===== src/i2c_register_access_master_defines.svh =====
// Assertion helpers for the I2C register access master.
`ifndef I2C_REGISTER_ACCESS_MASTER_DEFINES_SVH
`define I2C_REGISTER_ACCESS_MASTER_DEFINES_SVH

`ifndef NO_ASSERTIONS
// Checked outside reset.
`define I2CRAM_ASSERT(lbl, prop) \
  lbl: assert property (@(posedge clk) disable iff (rst) prop) \
    else $error("i2cram check failed");
// Checked at every edge, reset included.
`define I2CRAM_ASSERT_ALWAYS(lbl, prop) \
  lbl: assert property (@(posedge clk) prop) \
    else $error("i2cram reset check failed");
`else
`define I2CRAM_ASSERT(lbl, prop)
`define I2CRAM_ASSERT_ALWAYS(lbl, prop)
`endif

`endif


===== src/i2cram_pkg.sv =====
package i2cram_pkg;

  localparam logic [1:0] OP_WRITE = 2'd1;
  localparam logic [1:0] OP_READ  = 2'd2;

  // transaction stage, one-hot
  typedef enum logic [7:0] {
    ST_IDLE   = 8'b0000_0001,
    ST_START  = 8'b0000_0010,
    ST_ADDR   = 8'b0000_0100,
    ST_INDEX  = 8'b0000_1000,
    ST_VALUE  = 8'b0001_0000,  // value byte on a write, repeated start on a read
    ST_RADDR  = 8'b0010_0000,
    ST_BYTEIN = 8'b0100_0000,
    ST_STOP   = 8'b1000_0000
  } stage_t;

  typedef struct packed {
    stage_t      stage;
    logic [5:0]  phase;   // tick within the stage
    logic [1:0]  sub;     // position within a bit of an outgoing byte
    logic        is_read;
    logic [7:0]  shift;
    logic [6:0]  addr;
    logic [7:0]  index;
    logic [7:0]  value;
    logic        ack;
    logic        scl;
    logic        sda;
  } state_t;

  typedef struct packed {
    logic       scl;
    logic       sda;
    logic       busy;
    logic       done;
    logic       ack;
    logic [7:0] rdata;
  } result_t;

endpackage


===== src/i2cram_step.sv =====
module i2cram_step (
  input  i2cram_pkg::state_t  st,
  input  logic [1:0]          op,
  input  logic [6:0]          device_addr,
  input  logic [7:0]          reg_index,
  input  logic [7:0]          write_value,
  input  logic                sda_in,
  output i2cram_pkg::state_t  st_next,
  output i2cram_pkg::result_t res
);
  import i2cram_pkg::*;

  always_comb begin
    state_t cur;
    state_t nxt;
    logic   fin;
    logic   done;
    stage_t enter;

    cur   = st;
    fin   = 1'b0;
    done  = 1'b0;
    enter = ST_IDLE;

    // new request only from idle; its first phase runs this same tick
    if (cur.stage == ST_IDLE && (op inside {OP_WRITE, OP_READ})) begin
      cur.addr    = device_addr;
      cur.index   = reg_index;
      cur.value   = write_value;
      cur.is_read = (op == OP_READ);
      cur.ack     = 1'b1;
      cur.shift   = 8'd0;
      cur.stage   = ST_START;
      cur.phase   = 6'd0;
      cur.sub     = 2'd0;
    end

    nxt = cur;

    case (cur.stage)
      ST_IDLE: begin
      end
      ST_START, ST_STOP: begin
        // start: scl hi, sda lo, scl lo, sda rel; stop: scl lo, sda lo, scl hi, sda rel
        case (cur.phase)
          6'd0: nxt.scl = (cur.stage == ST_START);
          6'd1: nxt.sda = 1'b0;
          6'd2: nxt.scl = (cur.stage == ST_STOP);
          default: begin
            nxt.sda = 1'b1;
            fin     = 1'b1;
          end
        endcase
      end
      ST_BYTEIN: begin
        if (cur.phase < 6'd16) begin
          if (!cur.phase[0]) begin
            nxt.scl   = 1'b1;
            nxt.shift = {cur.shift[6:0], sda_in};
          end else begin
            nxt.scl = 1'b0;
          end
        end else if (cur.phase == 6'd16) begin
          nxt.scl = 1'b1;
        end else if (cur.phase == 6'd17) begin
          nxt.scl = 1'b0;
        end else begin
          nxt.sda = 1'b1;
          fin     = 1'b1;
        end
      end
      ST_ADDR, ST_INDEX, ST_VALUE, ST_RADDR: begin
        if (cur.stage == ST_VALUE && cur.is_read) begin
          // repeated start
          case (cur.phase)
            6'd0: nxt.scl = 1'b1;
            6'd1: nxt.sda = 1'b0;
            6'd2: nxt.scl = 1'b0;
            default: begin
              nxt.sda = 1'b1;
              fin     = 1'b1;
            end
          endcase
        end else if (cur.phase < 6'd24) begin
          case (cur.sub)
            2'd0: nxt.sda = cur.shift[7];
            2'd1: nxt.scl = 1'b1;
            default: begin
              nxt.scl   = 1'b0;
              nxt.shift = {cur.shift[6:0], 1'b0};
            end
          endcase
          nxt.sub = (cur.sub == 2'd2) ? 2'd0 : cur.sub + 2'd1;
        end else if (cur.phase == 6'd24) begin
          nxt.sda = 1'b1;
        end else if (cur.phase == 6'd25) begin
          nxt.scl = 1'b1;
          // write reports the value byte alone
          nxt.ack = (cur.stage == ST_VALUE) ? !sda_in : (cur.ack & !sda_in);
        end else begin
          nxt.scl = 1'b0;
          fin     = 1'b1;
        end
      end
      default: begin
      end
    endcase

    if (cur.stage != ST_IDLE) begin
      if (fin) begin
        case (cur.stage)
          ST_START:  enter = ST_ADDR;
          ST_ADDR:   enter = ST_INDEX;
          ST_INDEX:  enter = ST_VALUE;
          ST_VALUE:  enter = cur.is_read ? ST_RADDR : ST_STOP;
          ST_RADDR:  enter = ST_BYTEIN;
          ST_BYTEIN: enter = ST_STOP;
          default:   enter = ST_IDLE;
        endcase
        done      = (enter == ST_IDLE);
        nxt.stage = enter;
        nxt.phase = 6'd0;
        nxt.sub   = 2'd0;
        case (enter)
          ST_ADDR:   nxt.shift = {cur.addr, 1'b0};
          ST_INDEX:  nxt.shift = cur.index;
          ST_VALUE:  nxt.shift = cur.is_read ? nxt.shift : cur.value;
          ST_RADDR:  nxt.shift = {cur.addr, 1'b1};
          ST_BYTEIN: nxt.shift = 8'd0;
          default:   nxt.shift = nxt.shift;
        endcase
      end else begin
        nxt.phase = cur.phase + 6'd1;
      end
    end

    st_next   = nxt;
    res.scl   = nxt.scl;
    res.sda   = nxt.sda;
    res.busy  = (nxt.stage != ST_IDLE);
    res.done  = done;
    res.ack   = done & nxt.ack;
    res.rdata = (done && nxt.is_read) ? nxt.shift : 8'd0;
  end

endmodule


===== src/i2c_register_access_master.sv =====
// I2C master for single-register write and read transactions.
// Input channel (in_valid/in_stall): one item per pin-phase tick. op 1 starts
// a register write, op 2 a register read; both only while idle, otherwise the
// op is ignored. device_addr, reg_index and write_value are latched at start.
// sda_in is the sampled SDA line, used on the ticks that raise SCL.
// Output channel (out_valid/out_stall): one item per input item, carrying the
// SCL/SDA levels after that tick, busy_res, done_res on the tick that ends the
// stop condition, ack_ok and read_value (both valid with done_res only).
// A write is 89 ticks long, a read 112.
// An item's result is registered in the output register, or in the skid one.
// Throughput: one item per cycle while in_stall is low; the whole tick update
// is a single pass of combinational logic from the bus state register.
// Stall: a result held by out_stall parks in a skid register so one more
// item is still taken; in_stall rises only while the skid register is full.
// Reset: bus state idle, SCL and SDA released high; both output slots empty.
module i2c_register_access_master (
  input  logic       clk,
  input  logic       rst,
  input  logic       in_valid,
  output logic       in_stall,
  input  logic [1:0] op,
  input  logic [6:0] device_addr,
  input  logic [7:0] reg_index,
  input  logic [7:0] write_value,
  input  logic       sda_in,
  output logic       out_valid,
  input  logic       out_stall,
  output logic       scl_out,
  output logic       sda_out,
  output logic       busy_res,
  output logic       done_res,
  output logic       ack_ok,
  output logic [7:0] read_value
);
  import i2cram_pkg::*;

  `include "i2c_register_access_master_defines.svh"

  state_t  st;
  state_t  st_next;
  result_t res;
  result_t out_q;
  result_t skid_q;
  logic    skid_valid;
  logic    accept;
  logic    slot_free;

  // bus state update for one tick
  i2cram_step u_step (
    .st          (st),
    .op          (op),
    .device_addr (device_addr),
    .reg_index   (reg_index),
    .write_value (write_value),
    .sda_in      (sda_in),
    .st_next     (st_next),
    .res         (res)
  );

  assign in_stall  = skid_valid;
  assign accept    = in_valid && !skid_valid;
  assign slot_free = !out_valid || !out_stall;

  always_ff @(posedge clk) begin
    if (rst) begin
      st <= '{stage: ST_IDLE, phase: 6'd0, sub: 2'd0, is_read: 1'b0, shift: 8'd0,
              addr: 7'd0, index: 8'd0, value: 8'd0, ack: 1'b1, scl: 1'b1, sda: 1'b1};
    end else if (accept) begin
      st <= st_next;
    end
  end

  // output register plus skid register
  always_ff @(posedge clk) begin
    if (rst) begin
      out_valid  <= 1'b0;
      skid_valid <= 1'b0;
    end else if (skid_valid) begin
      if (slot_free) begin
        out_q      <= skid_q;
        skid_valid <= 1'b0;
      end
    end else if (accept) begin
      if (slot_free) begin
        out_q     <= res;
        out_valid <= 1'b1;
      end else begin
        skid_q     <= res;
        skid_valid <= 1'b1;
      end
    end else if (slot_free) begin
      out_valid <= 1'b0;
    end
  end

  assign scl_out    = out_q.scl;
  assign sda_out    = out_q.sda;
  assign busy_res   = out_q.busy;
  assign done_res   = out_q.done;
  assign ack_ok     = out_q.ack;
  assign read_value = out_q.rdata;

  // skid register only fills behind a held output
  `I2CRAM_ASSERT(a_skid_behind_out, skid_valid |-> out_valid)
  // a finished transaction is no longer busy
  `I2CRAM_ASSERT(a_done_not_busy, (out_valid && done_res) |-> !busy_res)
  // read data and ack only show with done
  `I2CRAM_ASSERT(a_res_only_on_done,
    (out_valid && !done_res) |-> (read_value == 8'd0 && !ack_ok))
  // an idle bus has both lines released
  `I2CRAM_ASSERT(a_idle_released, (st.stage == ST_IDLE) |-> (st.scl && st.sda))
  // reset empties both slots
  `I2CRAM_ASSERT_ALWAYS(a_reset_empty, rst |=> (!out_valid && !skid_valid))

endmodule

===== config.mk =====
export PLATFORM = sky130hd
export DESIGN_NAME = i2c_register_access_master
export DESIGN_NICKNAME = d
export VERILOG_FILES = /design/src/i2cram_pkg.sv /design/src/i2cram_step.sv /design/src/i2c_register_access_master.sv
export VERILOG_INCLUDE_DIRS = /design/src /design/src/src
export SDC_FILE = /design/constraint.sdc
export NUM_CORES = 1
export LEC_CHECK = 0
export BUFFER_PORTS_ARGS = -buffer_cell sky130_fd_sc_hd__buf_2
export CAP_MARGIN = 40
export CELL_PAD_IN_SITES_DETAIL_PLACEMENT = 0
export CELL_PAD_IN_SITES_GLOBAL_PLACEMENT = 1
export CORE_ASPECT_RATIO = 1.1
export CORE_MARGIN = 2
export CORE_UTILIZATION = 40
export DETAILED_ROUTE_END_ITERATION = 8
export GPL_ROUTABILITY_DRIVEN = 0
export PLACE_DENSITY_LB_ADDON = 0.1
export SLEW_MARGIN = 20
export SYNTH_ARGS = -nofsm -noshare
export SYNTH_HDL_FRONTEND = slang
export SYNTH_SLANG_ARGS = --single-unit

===== constraint.sdc =====
create_clock -name clk -period 5.45 [get_ports clk]
set_clock_uncertainty 0.1 [all_clocks]
set_input_delay 0 -clock clk [delete_from_list [all_inputs] [get_ports clk]]
set_output_delay 0 -clock clk [all_outputs]
set_load 0.03 [all_outputs]

# Word-level counts from Yosys, hierarchy flattened
# Cells that the tools add are included.
[totals]
regBits = 79
inputBits = 30
out_inout_bits = 15
wordCells = 149
[classes]
n_addsub = 2
magnitude_cmp = 2
n_eq_ne = 26
mux = 68
bitwise = 5
n_reduce_logical = 21
[ops]
columns = ["cell", "n"]
rows = [
  ["$mux W8", 13],
  ["$mux W13", 4],
  ["$mux W49", 1],
  ["$pmux W8 S6", 1],
  ["$pmux W8 S5", 1],
  ["$mux W1", 31],
  ["$eq A6 B5 Y1 const B", 4],
  ["$eq A8 B1 Y1 const B", 2],
  ["$eq A8 B3 Y1 const B", 2],
  ["$eq A8 B4 Y1 const B", 2],
  ["$eq A8 B5 Y1 const B", 2],
  ["$eq A8 B6 Y1 const B", 2],
  ["$eq A8 B7 Y1 const B", 2],
  ["$mux W16", 1],
  ["$mux W2", 8],
  ["$ne A8 B1 Y1 const B", 2],
  ["$pmux W8 S2", 1],
  ["$lt A6 B5 Y1 const B", 2],
  ["$eq A8 B2 Y1 const B", 1],
  ["$eq A8 B8 Y1 const B", 1],
  ["$pmux W1 S2", 4],
  ["$add A6 B1 Y6 const B", 1],
  ["$eq A6 B1 Y1 const B", 1],
  ["$eq A6 B2 Y1 const B", 1],
  ["20 further kinds", 34],
]

# Depth between registers and ports, before layout
# Gate-level depths: netlist (run 1).
[depth]
word_depth = 20
mapped_depth = 16
mapped_depth_nobuf = 13

# Cells and area by module
# A second synthesis (run 1) with hierarchy kept.
[hier_totals]
cells_unflattened = 595
hier_area_um2 = 5277.6
[modules_own_cells]
columns = ["module", "n_inst", "cells_per_inst", "area_each_um2"]
rows = [
  ["i2c_register_access_master", 1, 283, 3348.2],
  ["i2cram_step", 1, 312, 1929.4],
]

# Least setup slack after synthesis (run 1)
# No wires, ideal clock.
[synth_path]
path_type = "flip-flop to flip-flop"
from = "register st[45] (netlist name)"
to = "register st[35] (netlist name)"
setup_ns = 0.128
t_arrival_ns = 3.392
slack_ns = 1.830
path_stages_with_launch = 17
path_buffers = 4
cell_sequence = "dfxtp_1 -> buf_2 -> or4_4 -> or3_1 -> clkbuf_1 -> clkbuf_1 -> nand2_1 -> inv_1 -> ha_1 -> o21bai_1 -> a31o_2 -> o211ai_1 -> a31o_4 -> buf_4 -> a31o_2 -> a22oi_1 -> nor2_1"
[synth_between]
elab_chain_len = 11
elab_cells_between_ends = 41
cone_classes = "1 x add/sub; 2 x order compare; 16 x eq/ne; 16 x mux; 6 x reduce/logical"
[synth_lines]
columns = ["element", "line_no", "source"]
rows = [
  ["$eq A8 B1 Y1", "i2cram_step.sv:26", "if (cur.stage == ST_IDLE && (op inside {OP_WRITE, OP_READ})) begin"],
  ["$logic_and A1 B1 Y1", "i2cram_step.sv:26", ""],
  ["$mux W49 (*)", "i2cram_step.sv:26", ""],
  ["branches (longest 7 deep; another with $lt A6 B5 Y1)", "--", ""],
  ["$mux W16 (*)", "i2cram_step.sv:109", "if (cur.stage != ST_IDLE) begin"],
]
# Mark *: on every way between the ends.
# A chain may end at the register's enable or synchronous reset.

# Worst setup path after layout (run 1)
[layout_path]
from = "register st[43] (netlist name)"
to = "register st[27] (netlist name)"
[layout_between]
elab_chain_len = 13
elab_cells_between_ends = 55
cone_classes = "2 x order compare; 21 x eq/ne; 24 x mux; 8 x reduce/logical"
[layout_lines]
columns = ["element", "line_no"]
rows = [
  ["$eq A8 B1 Y1", "i2cram_step.sv:26"],
  ["$logic_and A1 B1 Y1", "i2cram_step.sv:26"],
  ["$mux W49 (*)", "i2cram_step.sv:26"],
  ["branches (longest 9 deep; another with $lt A6 B5 Y1)", "--"],
  ["$mux W8 (*)", "i2cram_step.sv:109"],
]
# Mark *: on every way between the ends. The select of a mux whose other input is x is not followed.

==> impl_metrics.csv, run 1 <==
group,metric,value,unit
status,status,"complete, no violations",
synth,synth_xor_area_share,0.589,%
flow_run,max_cap_viol_count,0,
synth,ys_seq_area_share,41.3,%
grt,use_met2,31.0,%
synth,synthCells,531,
sta,fmax,250,MHz
sta,worstMarginPinSlew,0.790,ns
grt,grt-ovfl-total,0,
synth,synthMuxAreaShare,6.64,%
grt,grtUsageMet1,28.6,%
sta,finalCritPeriodShare,73.4,%
synth,synth_top_family_by_area,"simple AND/OR/NAND/NOR gates",
placement,port_buffers,44,
synth,postSynth.asyncResetShare,0,%
synth,ys_seq_elements,79,
synth,avgSynthCellArea,8.40,µm²
synth,ys_types,71,
clocking,cts.sinks,79,
clocking,path_clk_slew,0.06,ns
final_layout,final_util,48.5,%
detailed_routing,drc_errors,0,
pwr,power.density,289,mW/mm²
sta,period_minus_slack,4.00,ns
sta,hold_viol,0,
critical_path,worstPathCellList,"or4b_1, or3_1, nand2_1, inv_1, ha_1, o21bai_1, a21boi_0, o21ai_1, a31o_4, nor2_4, o21ai_0, a311oi_1",
floorplanning,initial_utilization,40.9,%
sta,whs,0.0255,ns
sta,setup_viol,0,
critical_path,critPathKind,"flop to flop",
synth,synthAdderAreaFrac,1.40,%
clocking,ctsResizeCount,0,
grt,grt_use_total,20.1,%
sta,relSlewSlack,47.2,%
grt,grt_start_max_net_pins,39,
final_layout,n_antenna_cell,0,
clocking,numCtsBuffers,9,
critical_path,cpPeakStageDelay,0.56,ns
pwr,clockPowerShare,35.8,%
min_path,hold_class,"primary input to flop",
grt,grt_pass1_wl,19.3,mm
synth,synth.cell_area,0.00446,mm²
detailed_routing,dr.first_iter.drc_count,226,
pwr,p_comb_share,20.9,%
floorplanning,die_y,115,µm
critical_path,cp_top_family,"simple AND/OR/NAND/NOR gates",
final_layout,final_cells,737,
grt,grt_pass1_vias,3699,
synth,synth.net_count,566,
synth,yosys_warnings,0,
final_layout,nNetsFinal,620,
floorplanning,coreArea,0.0109,mm²
clocking,ctsHtreeMaxLevel,3,
final_layout,synthToLayoutAreaGrowth,18.6,%
critical_path,cpMaxStageDelayCell,"or3_1",
critical_path,cp_max_fo,14,
critical_path,endpoint_kind,"flop",
synth,ys.flop_type,"dfxtp_1",
critical_path,cp.buffers_inverters,1,
placement,placed_cells,694,
pwr,p_int,1.07,mW
floorplanning,design.die.area,0.0120,mm²
floorplanning,rows,40,
pwr,peakVddDrop,0.160,mV
pwr,sw_frac_of_total,30.1,%
detailed_routing,ant_nets,0,
sta,rsz0062_at_grt,"false",
pwr,power.share.sequential,43.3,%
sta,setup_tns,0,ns
detailed_routing,wl,11.7,mm
detailed_routing,wire_per_inst,15.9,µm
floorplanning,io-pin-count,45,
synth,synth_edf_count,26,
sta,slew_violations,0,
clocking,cts_tree,"yes",
placement,hpwl,8.03,mm
detailed_routing,via_count,4015,
final_layout,layout-drive-gt1-share,16.3,%
clocking,clockRootBuffer,"clkbuf_16",
critical_path,required,5.60,ns
grt,busiest_layer,"met2",
detailed_routing,via_per_inst,5.45,
synth,synth-compound-area-share,21.1,%
pwr,p_leak,1.93,nW
critical_path,start_kind,"flop",
clocking,clk_latency,0.34,ns
synth,synthSimpleGateAreaFrac,23.9,%
clocking,clk_path_buf_depth,2,
critical_path,arrival,4.15,ns
detailed_routing,dr.pass1.iters,5,
grt,globalRouteMet3Util,3.40,%
pwr,p_sw,0.461,mW
floorplanning,die_w,105,µm
grt,antenna_found_initial,0,
==> synth_stat cells, types with 7 or more instances <==
library cell	instances	area, µm²
mux2i_1	24	240
a21oi_1	53	265
nor2_1	47	176
inv_1	14	52.6
clkbuf_1	19	71.3
nor3_1	15	75.1
nand2_1	115	432
dfxtp_1	53	1060
edfxtp_1	26	781
o31ai_1	9	67.6
a31oi_1	7	43.8
buf_2	7	35.0
o21ai_0	14	70.1
==> per-stage QoR <==
stage               cell area [µm²]  worst slack (ns)  power, mW
global placement               4720              1.35      0.973
floorplan                      4460              1.83      0.902
CTS                            5280              1.21       1.54
global route                   5290              1.17       1.61
detailed placement             4750              1.20      0.979
finish                         5290              1.45       1.53
==> registers in the layout, indices dropped and copies added, names as in the netlist <==
register / cells
st: 51
skid_q: 13
read_value: 8
ack_ok: 1
busy_res: 1
done_res: 1
in_stall: 1
out_valid: 1
scl_out: 1
sda_out: 1
==> worst paths after layout <==
kind | start | endpoint | slack [ns] | cells past startpoint
worst max-delay path | st[43] | st[27] | 1.45 | 12
worst min-delay path | op[1] | st[34] | 0.03 | 4
worst max register to register | st[43] | st[27] | 1.45 | 12
worst min register to register | st[17] | st[17] | 0.35 | 2
==> routing by layer <==
layer | up-vias | share of wire, %
met5 | - | 0
met4 | 0 | 2.3
met3 | 23 | 5.0
met2 | 115 | 45
met1 | 1870 | 48
li1 | 2007 | -
==> power by group through the flow <==
stage          registers [mW]  logic (mW)  clock network [mW]
2_1_floorplan           0.682       0.220                   0
3_3_place_gp            0.675       0.298                   0
3_5_place_dp            0.676       0.304                   0
4_1_cts                 0.663       0.318               0.562
5_1_grt                 0.667       0.354               0.589
6_report                0.663       0.320               0.547
==> cell families (layout without fill, tap and decap cells) <==
kind of cell               after synthesis  count (layout)
and+or+nand+nor                        227             227
muxes                                   29              29
buffers and inverters                   48             107
DFF                                     79              79
adders and majority gates                5               5
AOI/OAI and AO/OA                      140             140
xor gates and xnor gates                 3               3
==> final cells by class <==
| type | instances | area, µm² |
|---|---|---|
| Fill cell | 1104 | 5620 |
| Sequential cell | 79 | 1840 |
| Timing Repair Buffer | 77 | 557 |
| Clock buffer | 10 | 229 |
| Multi-Input combinational cell | 404 | 2390 |
| Clock inverter | 6 | 37.5 |
| Inverter | 14 | 52.6 |
| Tap cell | 147 | 184 |
==> worst min-delay path: stages <==
cell and delay [ns]:
buf_2 0.10, ha_1 0.20, nand2_1 0.06, a21oi_1 0.05
==> placed cells by master, fill, tap and decap left out, drive strengths merged, types with 9 or more instances in the layout <==
master,count
nand2,117
o31ai,9
edfxtp,26
nor3,16
inv,14
a21oi,54
o21ai,21
buf,51
clkbuf,10
dfxtp,53
dlygate4sd3,26
mux2i,24
nor2,51
==> timing repair <==
item                      CTS  global route
hold endpoints to repair   28             0
hold buffers               26             0
setup buffers               0             0
(Power assumes the default switching activity.)
==> run 2, diff against run 1 <==
- ABC_AREA: unset -> 1
- clock period: 5.45 -> 4.13 ns (I/O delays scaled with it)
==> run 2 against run 1 <==
- register-to-register slack lost 0.44 ns
- cell count grew 20%
- utilization shrank 0.13 points
- synthesized area grew 6.4%
- clock-buffer cell count grew 1
- critical path type unchanged
==> impl_metrics.csv, run 2 <==
group,metric,value,unit
placement,hpwl,9.79,mm
pwr,sw_frac_of_total,30.5,%
placement,placed_cells,850,
synth,yosys_warnings,0,
clocking,ctsHtreeMaxLevel,3,
pwr,power.share.sequential,41.7,%
grt,grt_use_total,21.4,%
final_layout,nNetsFinal,763,
clocking,clockRootBuffer,"clkbuf_16",
final_layout,nFillCells,1193,
floorplanning,io-pin-count,45,
clocking,clk_latency,0.34,ns
floorplanning,die_y,118,µm
clocking,ctsResizeCount,0,
pwr,power.density,380,mW/mm²
min_path,hold_depth,5,
final_layout,synthToLayoutAreaGrowth,17.5,%
final_layout,regMostFlops,"st",
detailed_routing,drc_errors,0,
synth,synth_common_cells,"137 x nand2_1, 94 x inv_1, 58 x a21oi_1, 58 x nor2_1",
min_path,holdCritStartpoint,"write_value[7]",
critical_path,worstPathCellList,"inv_1, nand2_1, nor2_1, nand3_4, nand2_1, inv_1, ha_1, o311ai_1, nand2_2, nand3_4, inv_2, nand2_1, nand3_1, nor2_1, nand2_1, nand2_1, nand2_1",
critical_path,cp.buffers_inverters,3,
synth,synthTopCellsByArea,"dfxtp_1 22%, edfxtp_1 16%, nand2_1 11%",
critical_path,cp_max_fo,9,
sta,rsz0062_at_grt,"false",
critical_path,endpoint_kind,"flop",
critical_path,r2r_end,"busy_res",
final_layout,final_cell_mix,"137 x nand2_1, 94 x inv_1, 58 x a21oi_1, 57 x nor2_1",
detailed_routing,dr.first_iter.drc_count,300,
synth,yosysTopAreaCellShare,22.3,%
final_layout,layout-drive-gt1-share,15.0,%
final_layout,n_antenna_cell,0,
placement,port_buffers,44,
grt,antenna_found_initial,0,
sta,setup_tns,0,ns
pwr,p_leak,2.61,nW
sta,finalCritPeriodShare,75.5,%
synth,ys_seq_elements,79,
synth,ys_seq_area_share,38.8,%
detailed_routing,wl,13.2,mm
sta,hold_viol,0,
sta,fmax,321,MHz
detailed_routing,via_count,4593,
detailed_routing,via_per_inst,5.20,
critical_path,required,4.12,ns
synth,synth_area_leader_cell,"dfxtp_1",
floorplanning,coreArea,0.0115,mm²
clocking,cts.sinks,79,
grt,grt_pass1_vias,4326,
detailed_routing,wire_per_inst,15.0,µm
sta,relSlewSlack,50.5,%
clocking,clk_path_buf_depth,2,
floorplanning,design.die.area,0.0128,mm²
floorplanning,rows,41,
detailed_routing,dr.pass1.iters,7,
sta,period_minus_slack,3.12,ns
final_layout,final_common_cell,"nand2_1",
sta,setup_viol,0,
clocking,path_clk_slew,0.06,ns
status,status,"complete, no violations",
synth,synth_edf_count,26,
synth,synth.net_count,709,
pwr,p_comb_share,20.2,%
critical_path,r2r_start,"st[46]",
floorplanning,die_w,108,µm
final_layout,final_cells,883,
final_layout,final_util,48.4,%
critical_path,r2r_cells,17,
synth,ys.flop_type,"dfxtp_1",
final_layout,largest_reg_flops,51,
synth,avgSynthCellArea,7.05,µm²
critical_path,arrival,3.11,ns
clocking,numCtsBuffers,9,
min_path,holdPathEnd,"st[10]",
clocking,cts_tree,"yes",
critical_path,crit_top_cell,"nand2_1",
sta,worstMarginPinSlew,0.736,ns
synth,postSynth.asyncResetShare,0,%
grt,grt-ovfl-total,0,
pwr,peakVddDrop,0.178,mV
grt,grt_pass1_wl,21.7,mm
pwr,p_int,1.48,mW
placement,place_area,0.00511,mm²
sta,slew_violations,0,
critical_path,cpPeakStageDelay,0.38,ns
min_path,hold_class,"primary input to flop",
synth,ys_types,44,
critical_path,r2r_slack,1.01,ns
synth,synthCells,674,
synth,synth.most_common_cell,"nand2_1",
critical_path,critPathKind,"flop to flop",
flow_run,max_cap_viol_count,0,
detailed_routing,ant_nets,0,
floorplanning,initial_utilization,41.2,%
pwr,clockPowerShare,38.2,%
critical_path,start_kind,"flop",
critical_path,cpMaxStageDelayCell,"o311ai_1",
pwr,p_sw,0.647,mW
synth,synth.cell_area,0.00475,mm²
pwr,power,2.12,mW
final_layout,finalInstanceArea,0.00558,mm²
critical_path,cp_top_family,"simple AND/OR/NAND/NOR gates",
grt,grt_start_max_net_pins,60,
run 2: cell count changes after synthesis, moves of 7 or more:
| cell | change |
|---|---|
| nand2_1 | +22 |
| mux2i_1 | -16 |
| nand4_1 | +15 |
| nand3_1 | +39 |
| inv_1 | +80 |
| o211ai_1 | +22 |
| nor2_1 | +11 |
| o21ai_0 | +39 |
| nand2_2 | +7 |
| o31ai_1 | -8 |
run 2: worst reg2reg max path: stages (launching register included):
cell and delay [ns]:
dfxtp_1 0.34, inv_1 0.11, nand2_1 0.08, nor2_1 0.18, nand3_4 0.10, nand2_1 0.20, inv_1 0.12, ha_1 0.26
o311ai_1 0.39, nand2_2 0.19, nand3_4 0.19, inv_2 0.10, nand2_1 0.09, nand3_1 0.08, nor2_1 0.10, nand2_1 0.10
nand2_1 0.07, nand2_1 0.06
run 2: cells by family (layout without fill, tap and decap cells):
kind of cell / Yosys count / count (layout) / synth area share (%)
simple gates: 305 / 305 / 29.8
mux: 8 / 8 / 1.69
fa+ha+maj: 5 / 5 / 1.32
buf+inv: 127 / 186 / 10.4
xor+xnor: 1 / 1 / 0.184
compound gates: 149 / 149 / 17.9
flops: 79 / 79 / 38.8
run 2: what timing repair did:
item	CTS	global route
buffers inserted	0	0
endpoints found under the setup margin	0	0
endpoints found under the hold margin	17	0
hold buffers	17	0
run 2: cell type report:
type | count | area, µm² | share of cell area [%]
Clock inverter | 5 | 57.6 | 1.03
Timing Repair Buffer | 68 | 443 | 7.93
Inverter | 102 | 385 | 6.90
Clock buffer | 11 | 243 | 4.35
Sequential cell | 79 | 1840 | 33.0
Multi-Input combinational cell | 468 | 2430 | 43.4
Tap cell | 150 | 188 | 3.36
run 2: worst max path at each step:
stage                 from        to  slack (ns)  depth (start not counted)
floorplan           st[50]  busy_res        1.23                         19
global placement    st[44]  busy_res        1.08                         17
detailed placement  st[50]  busy_res        1.04                         17
CTS                 st[50]  busy_res        1.00                         17
global route        st[50]  busy_res        0.71                         17
finish              st[46]  busy_res        1.01                         17
run 2: through the flow:
stage | worst slack (ns) | hold WS, ns
finish | 1.01 | 0.0208
detailed placement | 1.04 | 0.228
floorplan | 1.23 | 0.0562
global route | 0.711 | 0.0356
global placement | 1.08 | 0.227
CTS | 1.00 | 0.0124
run 2: per-layer routing:
layer  share of wire (%)  track usage [%]
met5                   0                0
met4                 1.6             7.05
met3                 4.1             2.65
met2                  46             34.3
met1                  48             29.8
run 2: power by group through the flow:
| stage | clock network, mW | registers, mW | logic (mW) |
|---|---|---|---|
| 2_1_floorplan | 0 | 0.907 | 0.295 |
| 3_3_place_gp | 0 | 0.900 | 0.411 |
| 3_5_place_dp | 0 | 0.901 | 0.413 |
| 4_1_cts | 0.826 | 0.884 | 0.427 |
| 5_1_grt | 0.856 | 0.890 | 0.481 |
| 6_report | 0.810 | 0.885 | 0.428 |
